**src/indexed_array_list_defines.svh**
```systemverilog
// Assertion macros shared by the indexed array list RTL.
// Expects clk and arst_n in the scope of each use.
`ifndef INDEXED_ARRAY_LIST_DEFINES_SVH
`define INDEXED_ARRAY_LIST_DEFINES_SVH

// Property checked on every edge outside reset.
`define IAL_ASSERT(lbl, prop, msg) \
	lbl: assert property (@(posedge clk) disable iff (!arst_n) prop) else $error(msg);

// Implication with the consequent checked in the cycle after the antecedent.
`define IAL_ASSERT_NEXT(lbl, pre, post, msg) \
	lbl: assert property (@(posedge clk) disable iff (!arst_n) (pre) |=> (post)) else $error(msg);

`endif

```
**src/ial_pkg.sv**
```systemverilog
// Shared types and constants for the indexed array list.
// No dependencies.
package ial_pkg;

	localparam int DEPTH_DEF      = 64;
	localparam int WORD_WIDTH_DEF = 32;
	localparam int FUNC_W         = 3;
	localparam int STATUS_W       = 2;

	typedef enum logic [FUNC_W-1:0] {
		FN_APPEND   = 3'd0,
		FN_INSERT   = 3'd1,
		FN_DEL_LAST = 3'd2,
		FN_DEL_AT   = 3'd3,
		FN_GET      = 3'd4
	} func_t;

	typedef enum logic [STATUS_W-1:0] {
		ST_OK      = 2'd0,
		ST_BAD_POS = 2'd1,
		ST_EMPTY   = 2'd2,
		ST_FULL    = 2'd3
	} status_t;

	// Broadcast to every cell; only set for a request that was accepted and passed its checks.
	typedef struct packed {
		logic append;
		logic insert;
		logic remove;
	} cell_ctrl_t;

endpackage

```
**src/ial_cell.sv**
```systemverilog
// One storage cell of the list: holds a single entry and trades words with its neighbours.
// Depends on ial_pkg.
module ial_cell #(
	parameter int INDEX      = 0,
	parameter int CNT_W      = 7,
	parameter int WORD_WIDTH = ial_pkg::WORD_WIDTH_DEF
) (
	input  logic                   clk,
	input  ial_pkg::cell_ctrl_t    ctrl,
	input  logic [CNT_W-1:0]       pos,
	input  logic [CNT_W-1:0]       count,
	input  logic [WORD_WIDTH-1:0]  value,
	input  logic [WORD_WIDTH-1:0]  left,
	input  logic [WORD_WIDTH-1:0]  right,
	output logic [WORD_WIDTH-1:0]  word,
	output logic [WORD_WIDTH-1:0]  sel_word
);

	localparam logic [CNT_W-1:0] IDX = CNT_W'(INDEX);

	logic [WORD_WIDTH-1:0] word_q;
	logic                  at_pos;

	assign at_pos   = (pos == IDX);
	assign word     = word_q;
	assign sel_word = at_pos ? word_q : '0;

	always_ff @(posedge clk) begin
		if ((ctrl.append && count == IDX) || (ctrl.insert && at_pos)) begin
			word_q <= value;
		end else if (ctrl.insert && IDX > pos) begin
			word_q <= left;
		end else if (ctrl.remove && IDX >= pos) begin
			word_q <= right;
		end
	end

endmodule

```
**config.mk**
```make
export PLATFORM = sky130hd
export DESIGN_NAME = ial_cell
export DESIGN_NICKNAME = d
export VERILOG_FILES = /design/src/indexed_array_list_defines.svh /design/src/ial_pkg.sv /design/src/ial_cell.sv
export SDC_FILE = /design/constraint.sdc
export NUM_CORES = 1
export LEC_CHECK = 0
export BUFFER_PORTS_ARGS = -buffer_cell sky130_fd_sc_hd__buf_2
export CORE_UTILIZATION = 38
export CTS_CLUSTER_DIAMETER = 50
export DETAILED_ROUTE_END_ITERATION = 10
export GPL_TIMING_DRIVEN = 0
export PLACE_DENSITY = 0.9
export SLEW_MARGIN = 40
export SYNTH_ARGS = -nofsm -noshare
export SYNTH_HDL_FRONTEND = slang
export SYNTH_SLANG_ARGS = --single-unit
export TNS_END_PERCENT = 50
```
**constraint.sdc**
```tcl
create_clock -name clk -period 5.8 [get_ports clk]
set_input_delay 0.87 -clock clk [delete_from_list [all_inputs] [get_ports clk]]
set_output_delay 0.87 -clock clk [all_outputs]
set_load 0.05 [all_outputs]
```
* Word-level counts from Yosys, hierarchy flattened *
Cells that the tools add are included.
Widths: inputs -> output; s select.

operators by class
  reduce and logical (&&, ||, !) cells = 8
  multiplexer cells = 4
  magnitude comparators = 2

operator list
  cell                number
  $mux 32             4
  $logic_not 7->1     2
  $ge 1x7->1 const A  1
  $gt 1x7->1 const A  1
  $logic_and 1x1->1   4
  $reduce_bool 3->1   1
  $logic_or 1x1->1    1

storage, ports and cells
  word-level logic and storage cells = 15
  bits in registers = 32
  output and inout bits = 64
  input port bits = 114

* Depth between registers and ports, before layout *
Gate-level depths: netlist of run 1.

  depth in word-level cells = 5
  depth in mapped cells = 5
  mapped depth without buffers = 4

* Worst setup path after synthesis of run 1 *
OpenSTA, ideal clock, no wires.

  path type = input to output
  start = input pos[3]
  end = output sel_word[22]
  setup slack = 2.548 ns
  required time = 4.930 ns
  arrival time = 2.382 ns
  stages on the path = 4
  buffers on the path = 1
  path through = or4_4 nor4_4 clkbuf_1 and2_1

on the way
  word-level cells in the longest chain between the ends = 2

RTL lines
  what             line            source
  start, declared  ial_cell.sv:10  input logic [CNT_W-1:0] pos,
  $logic_not 7->1  ial_cell.sv:24  assign at_pos = (pos == IDX);
  $mux 32          ial_cell.sv:26  assign sel_word = at_pos ? word_q : '0;
  end, declared    ial_cell.sv:16  output logic [WORD_WIDTH-1:0] sel_word

Every way passes these cells.

* Worst setup path in the final report of run 1 *
  start = input pos[3]
  end = output sel_word[23]

Same word-level chain as after synthesis.

==> results.tsv, run 1 <==
stage	metric	value	unit
status	status	finished clean	
timing	max_slew headroom	48.5	%
placement	Port-buffer cells	145	
timing	fmax	0.280	GHz
placement	GPL Wtd Cong	0.736	
clock_network	Clock transition at path regs	0.07	ns
clock_network	H-Tree Depth	2	
timing	final setup fails	0	
timing	Slew @ Worst Pin	0.770	ns
synthesis	Mapped Nets	223	
global_route	vias in the first global route	1397	
global_route	first-pass GRT wire length	6290	µm
synthesis	sequential fraction of the synthesis area	54.7	%
cells_and_area	design area	0.00266	mm²
power_and_ir_drop	Max VDD drop	0.124	mV
placement	HPWL after detailed placement	3410	µm
synthesis	Synth Area in Compound Gates	1.21	%
clock_network	Clock Sinks	32	
global_route	Tot GR Track Use	17.2	%
route	Final ANT Viol Nets	0	
cells_and_area	Layout Nets	375	
worst_setup_path	WP data required	4.93	ns
die	Die X	70.0	µm
cells_and_area	Synth-to-Final Area Change	51.2	%
worst_setup_path	Worst setup EP type	primary output	
worst_setup_path	Worst Setup SP	pos[3]	
die	Rows	24	
die	I/O pin count	178	
route	starting DRC count in detailed routing	36	
route	WL final	4270	µm
synthesis	Netlist cell types	13	
min_path	hold depth	2	
cells_and_area	register area	961	µm²
synthesis	Syn. warnings	0	
cells_and_area	multi-input logic area	752	µm²
route	via count	1441	
cells_and_area	max reg flops	32	
timing	final hold vios	0	
clock_network	Root Buffer	clkbuf_8	
route	drt wl/cell	13.6	µm
min_path	hold_sp	right[4]	
die	Die Area	0.00490	mm²
placement	post-placement cell area	0.00255	mm²
synthesis	syn avg cell area	16.1	µm²
min_path	hold endpoint	word[4]	
worst_setup_path	CP arrival	2.70	ns
synthesis	Synth Area in Adders	0	%
die	Initial Utilization	40.0	%
placement	placed insts	306	
clock_network	CTS tree	yes	
cells_and_area	Filler cells	347	
synthesis	Synth Area in XOR/XNOR	0	%
timing	fin crit share	61.6	%
global_route	antenna violations before repair	0	
clock_network	Resized Gates After CTS	0	
worst_setup_path	crit path max fanout	10	
clock_network	# Post-CTS Setup Buffers	0	
job	maxcap violations	0	
timing	Slew Limit Fails	0	
min_path	Hold Path Class	primary input to flop	
clock_network	CTS Buf Count	5	
route	DRC violations left	0	
synthesis	Synth Instances	109	
global_route	Overflow after GRT	0	
global_route	largest net degree at the start of global routing	33	
clock_network	cts hold-fix bufs	0	
cells_and_area	share of cells above drive strength 1	73.7	%
synthesis	largest family of logic cells by synthesized area	multiplexers	
cells_and_area	Antenna diodes	0	
route	Via density	4.59	
timing	Post-Route Setup TNS	0	ns
synthesis	Synth Cell Area	0.00176	mm²
die	die height	70.0	µm
cells_and_area	fin cells	314	
synthesis	simple-gate share of the synthesized area	14.8	%
power_and_ir_drop	Tot Pwr	0.529	mW
power_and_ir_drop	Leakage	1.41	nW
worst_setup_path	Crit Path Class	primary input to primary output	
worst_setup_path	Critical Path Start Type	primary input	
die	core area	0.00438	mm²
synthesis	FF+latch count, synth	32	
timing	Period minus WS final	3.57	ns
clock_network	CTS Buffer Depth	2	
timing	unrepaired setup endpoints after global routing	no	
route	total iterations of the first detailed-routing run	2	
synthesis	post-synthesis mux area share	26.7	%
power_and_ir_drop	pwr dens	199	mW/mm²
[stage by stage]
step	utilization, %	worst slack, ns	hold slack [ns]
2_1_floorplan	-	2.55	1.09
3_3_place_gp	58.1	2.04	1.17
3_5_place_dp	58.1	2.17	1.17
4_1_cts	60.6	2.17	0.876
5_1_grt	60.6	2.06	0.875
6_report	60.6	2.23	0.888
[logic make-up after synthesis]
group | Yosys count
and+or+nand+nor | 38
muxes | 32
DFF | 32
buffers and inverters | 6
AOI/OAI and AO/OA | 1
[worst max-delay path: stages]
cell and delay [ns]:
buf_2 0.10, or4_4 0.53, nor4_4 0.41, clkbuf_1 0.35, and2_1 0.19, buf_2 0.26
[report_power, final]
group          leakage (nW)  switching, mW  internal [mW]
Combinational          1.07         0.0263         0.0376
Clock                0.0532         0.0817          0.125
Sequential            0.288       0.000978          0.257
Total                  1.41          0.109          0.420
[cells in the mapped netlist]
cell       n  share of area, %
mux2_4    29                25
and2_2     3               1.3
nor4_1     1              0.36
or4_4      1              0.64
edfxtp_1  32                55
nand2_1    2              0.43
buf_6      3               1.9
a22oi_4    1               1.2
mux2_2     3               1.9
clkbuf_1   3              0.64
nor4b_1    1              0.50
and2_1    29                10
nor4_4     1               1.2
[routing by layer]
layer	GRT usage [%]	up-vias	wire length, µm
met3	6.06	4	333
met5	0	-	0
li1	-	698	-
met1	16.6	657	1550
met2	33.3	82	2350
met4	5.33	0	48
[cells in the final DEF, fill, tap and decap left out, types with 2 or more instances in the layout]
master,count
clkbuf_8,5
mux2_2,3
buf_6,3
and2_2,3
buf_2,145
mux2_4,29
and2_1,29
clkinv_1,2
edfxtp_1,32
clkbuf_1,3
[worst max-delay path by stage]
stage / to
floorplan: sel_word[22]
global placement: word[14]
detailed placement: sel_word[23]
CTS: sel_word[23]
global route: sel_word[30]
finish: sel_word[23]
[cell type report]
class | instances | area share [%]
flip-flops and latches | 32 | 36.2
multi-input cells | 71 | 28.3
repair buffers | 145 | 27.3
clock buffers | 5 | 2.59
well taps | 52 | 2.45
plain buffers | 6 | 1.70
clock inverters | 3 | 1.41
Note: power is estimated with default switching activity, not from simulation.
==> run 2, diff against run 1 <==
--- a/config.mk
+++ b/config.mk
@@ -6,11 +6,11 @@
 export NUM_CORES = 1
 export LEC_CHECK = 0
 export BUFFER_PORTS_ARGS = -buffer_cell sky130_fd_sc_hd__buf_2
-export CORE_UTILIZATION = 38
+export CORE_UTILIZATION = 36
 export CTS_CLUSTER_DIAMETER = 50
 export DETAILED_ROUTE_END_ITERATION = 10
 export GPL_TIMING_DRIVEN = 0
-export PLACE_DENSITY = 0.9
+export PLACE_DENSITY = 0.86
 export SLEW_MARGIN = 40
 export SYNTH_ARGS = -nofsm -noshare
 export SYNTH_HDL_FRONTEND = slang
==> constraint.sdc (replaced) <==
create_clock -name clk -period 3.5 [get_ports clk]
set_input_delay 0.525 -clock clk [delete_from_list [all_inputs] [get_ports clk]]
set_output_delay 0.525 -clock clk [all_outputs]
set_load 0.05 [all_outputs]
==> run 2 against run 1 <==
Net effect: non-clock buffer count unchanged; sequential share of layout area fell by 0.051 points; wire length grew 0.42%; clock-buffer cell count rose by 1; die area rose by 5.4%; combinational power increased by 66%; flip-flop and latch count unchanged; global-route usage shrank 0.25 points; design area is 0.14% higher; setup slack got worse by 1.6 ns; hold slack worse by 0.35 ns; critical path depth unchanged; largest cell class unchanged; highest routed layer unchanged.
==> results.tsv, run 2 (synthesis gave the netlist of run 1 again) <==
stage	metric	value	unit
cells_and_area	Antenna diodes	0	
route	Via density	4.67	
power_and_ir_drop	Max VDD drop	0.213	mV
timing	final hold vios	0	
clock_network	CTS Buf Count	5	
timing	Slew Limit Fails	0	
worst_setup_path	CP arrival	2.35	ns
route	Final ANT Viol Nets	0	
power_and_ir_drop	Leakage	1.41	nW
cells_and_area	design area	0.00266	mm²
clock_network	Clock transition at path regs	0.07	ns
global_route	Tot GR Track Use	16.9	%
cells_and_area	max reg flops	32	
clock_network	cts hold-fix bufs	0	
timing	unrepaired setup endpoints after global routing	no	
worst_setup_path	Crit Path Class	primary input to primary output	
route	DRC violations left	0	
route	via count	1476	
worst_setup_path	Worst setup EP type	primary output	
timing	final setup fails	0	
die	Initial Utilization	37.4	%
power_and_ir_drop	Tot Pwr	0.879	mW
global_route	largest net degree at the start of global routing	33	
route	Metal-1 WL	1580	µm
die	die height	71.8	µm
route	starting DRC count in detailed routing	78	
die	I/O pin count	178	
route	uppermost layer routed	met4	
clock_network	CTS tree	yes	
worst_setup_path	crit path max fanout	10	
timing	max_slew headroom	49.8	%
timing	Post-Route Setup TNS	0	ns
cells_and_area	Synth-to-Final Area Change	51.5	%
die	Die X	71.8	µm
global_route	Overflow after GRT	0	
clock_network	Clock Sinks	32	
power_and_ir_drop	pwr dens	330	mW/mm²
cells_and_area	Layout Nets	375	
clock_network	H-Tree Depth	2	
cells_and_area	Filler cells	399	
placement	HPWL after detailed placement	3540	µm
global_route	vias in the first global route	1406	
clock_network	# Post-CTS Setup Buffers	0	
global_route	first-pass GRT wire length	6400	µm
job	maxcap violations	0	
route	drt wl/cell	13.6	µm
die	core area	0.00469	mm²
clock_network	CTS Buffer Depth	2	
worst_setup_path	WP data required	2.97	ns
route	routed wl met3	309	µm
die	Die Area	0.00516	mm²
min_path	hold_sp	right[18]	
timing	Period minus WS final	2.88	ns
timing	Slew @ Worst Pin	0.750	ns
die	Rows	25	
worst_setup_path	Worst Setup SP	pos[3]	
route	DR WL met2	2330	µm
cells_and_area	most frequent cells in the layout	buf_2, edfxtp_1, mux2_4, and2_1, clkbuf_8	
timing	fmax	0.348	GHz
placement	GPL Wtd Cong	0.810	
route	WL final	4290	µm
route	total iterations of the first detailed-routing run	4	
status	status	finished clean	
cells_and_area	most common cell after layout, fill and taps aside	buf_2	
min_path	Hold Path Class	primary input to flop	
clock_network	Root Buffer	clkbuf_8	
worst_setup_path	Critical Path Start Type	primary input	
placement	Port-buffer cells	145	
placement	post-placement cell area	0.00255	mm²
timing	fin crit share	82.2	%
cells_and_area	share of cells above drive strength 1	74.0	%
clock_network	Resized Gates After CTS	0	
global_route	antenna violations before repair	0	
[run 2: changes by cell type in the layout (fill, tap and decap cells not counted)]
cell / previous run / this run
clkinv_2: 0 / 1
clkinv_1: 2 / 0
clkbuf_1: 3 / 4
[run 2: where the power goes]
| part | switching, mW | internal [mW] | total (mW) |
|---|---|---|---|
| Clock | 0.133 | 0.211 | 0.344 |
| Combinational | 0.0439 | 0.0623 | 0.106 |
| Sequential | 0.00161 | 0.426 | 0.428 |
| Total | 0.179 | 0.700 | 0.879 |
[run 2: cell type report]
type | instances | area [µm²] | share of cell area, %
sequential | 32 | 961 | 36.1
multi-input combinational | 71 | 752 | 28.3
timing repair buffer | 145 | 726 | 27.3
clock buffer | 6 | 72.6 | 2.73
tap | 54 | 67.6 | 2.54
buffer | 6 | 45.0 | 1.69
clock inverter | 2 | 35.0 | 1.32
[run 2: critical path, stage by stage]
cell,delay [ns]
buf_2,0.10
or4_4,0.53
nor4_4,0.40
clkbuf_1,0.35
and2_1,0.18
buf_2,0.26
[run 2: layer usage]
layer / up-vias / GRT usage (%)
li1: 700 / -
met3: 8 / 5.49
met1: 681 / 17.0
met4: 0 / 6.54
met2: 87 / 32.1
met5: - / 0
[run 2: worst paths after layout]
check / end / slack [ns] / cells past startpoint
max: sel_word[26] / 0.62 / 6
min: word[18] / 0.54 / 2
[run 2: through the flow]
step | std cells | util [%] | worst slack (ns) | hold slack (ns)
after floorplan | 109 | - | 0.740 | 0.742
after global placement | 308 | 54.3 | 0.103 | 0.825
after detailed placement | 308 | 54.4 | 0.469 | 0.829
after CTS | 316 | 56.7 | 0.588 | 0.535
after global routing | 316 | 56.7 | 0.485 | 0.524
final | 316 | 56.7 | 0.623 | 0.542
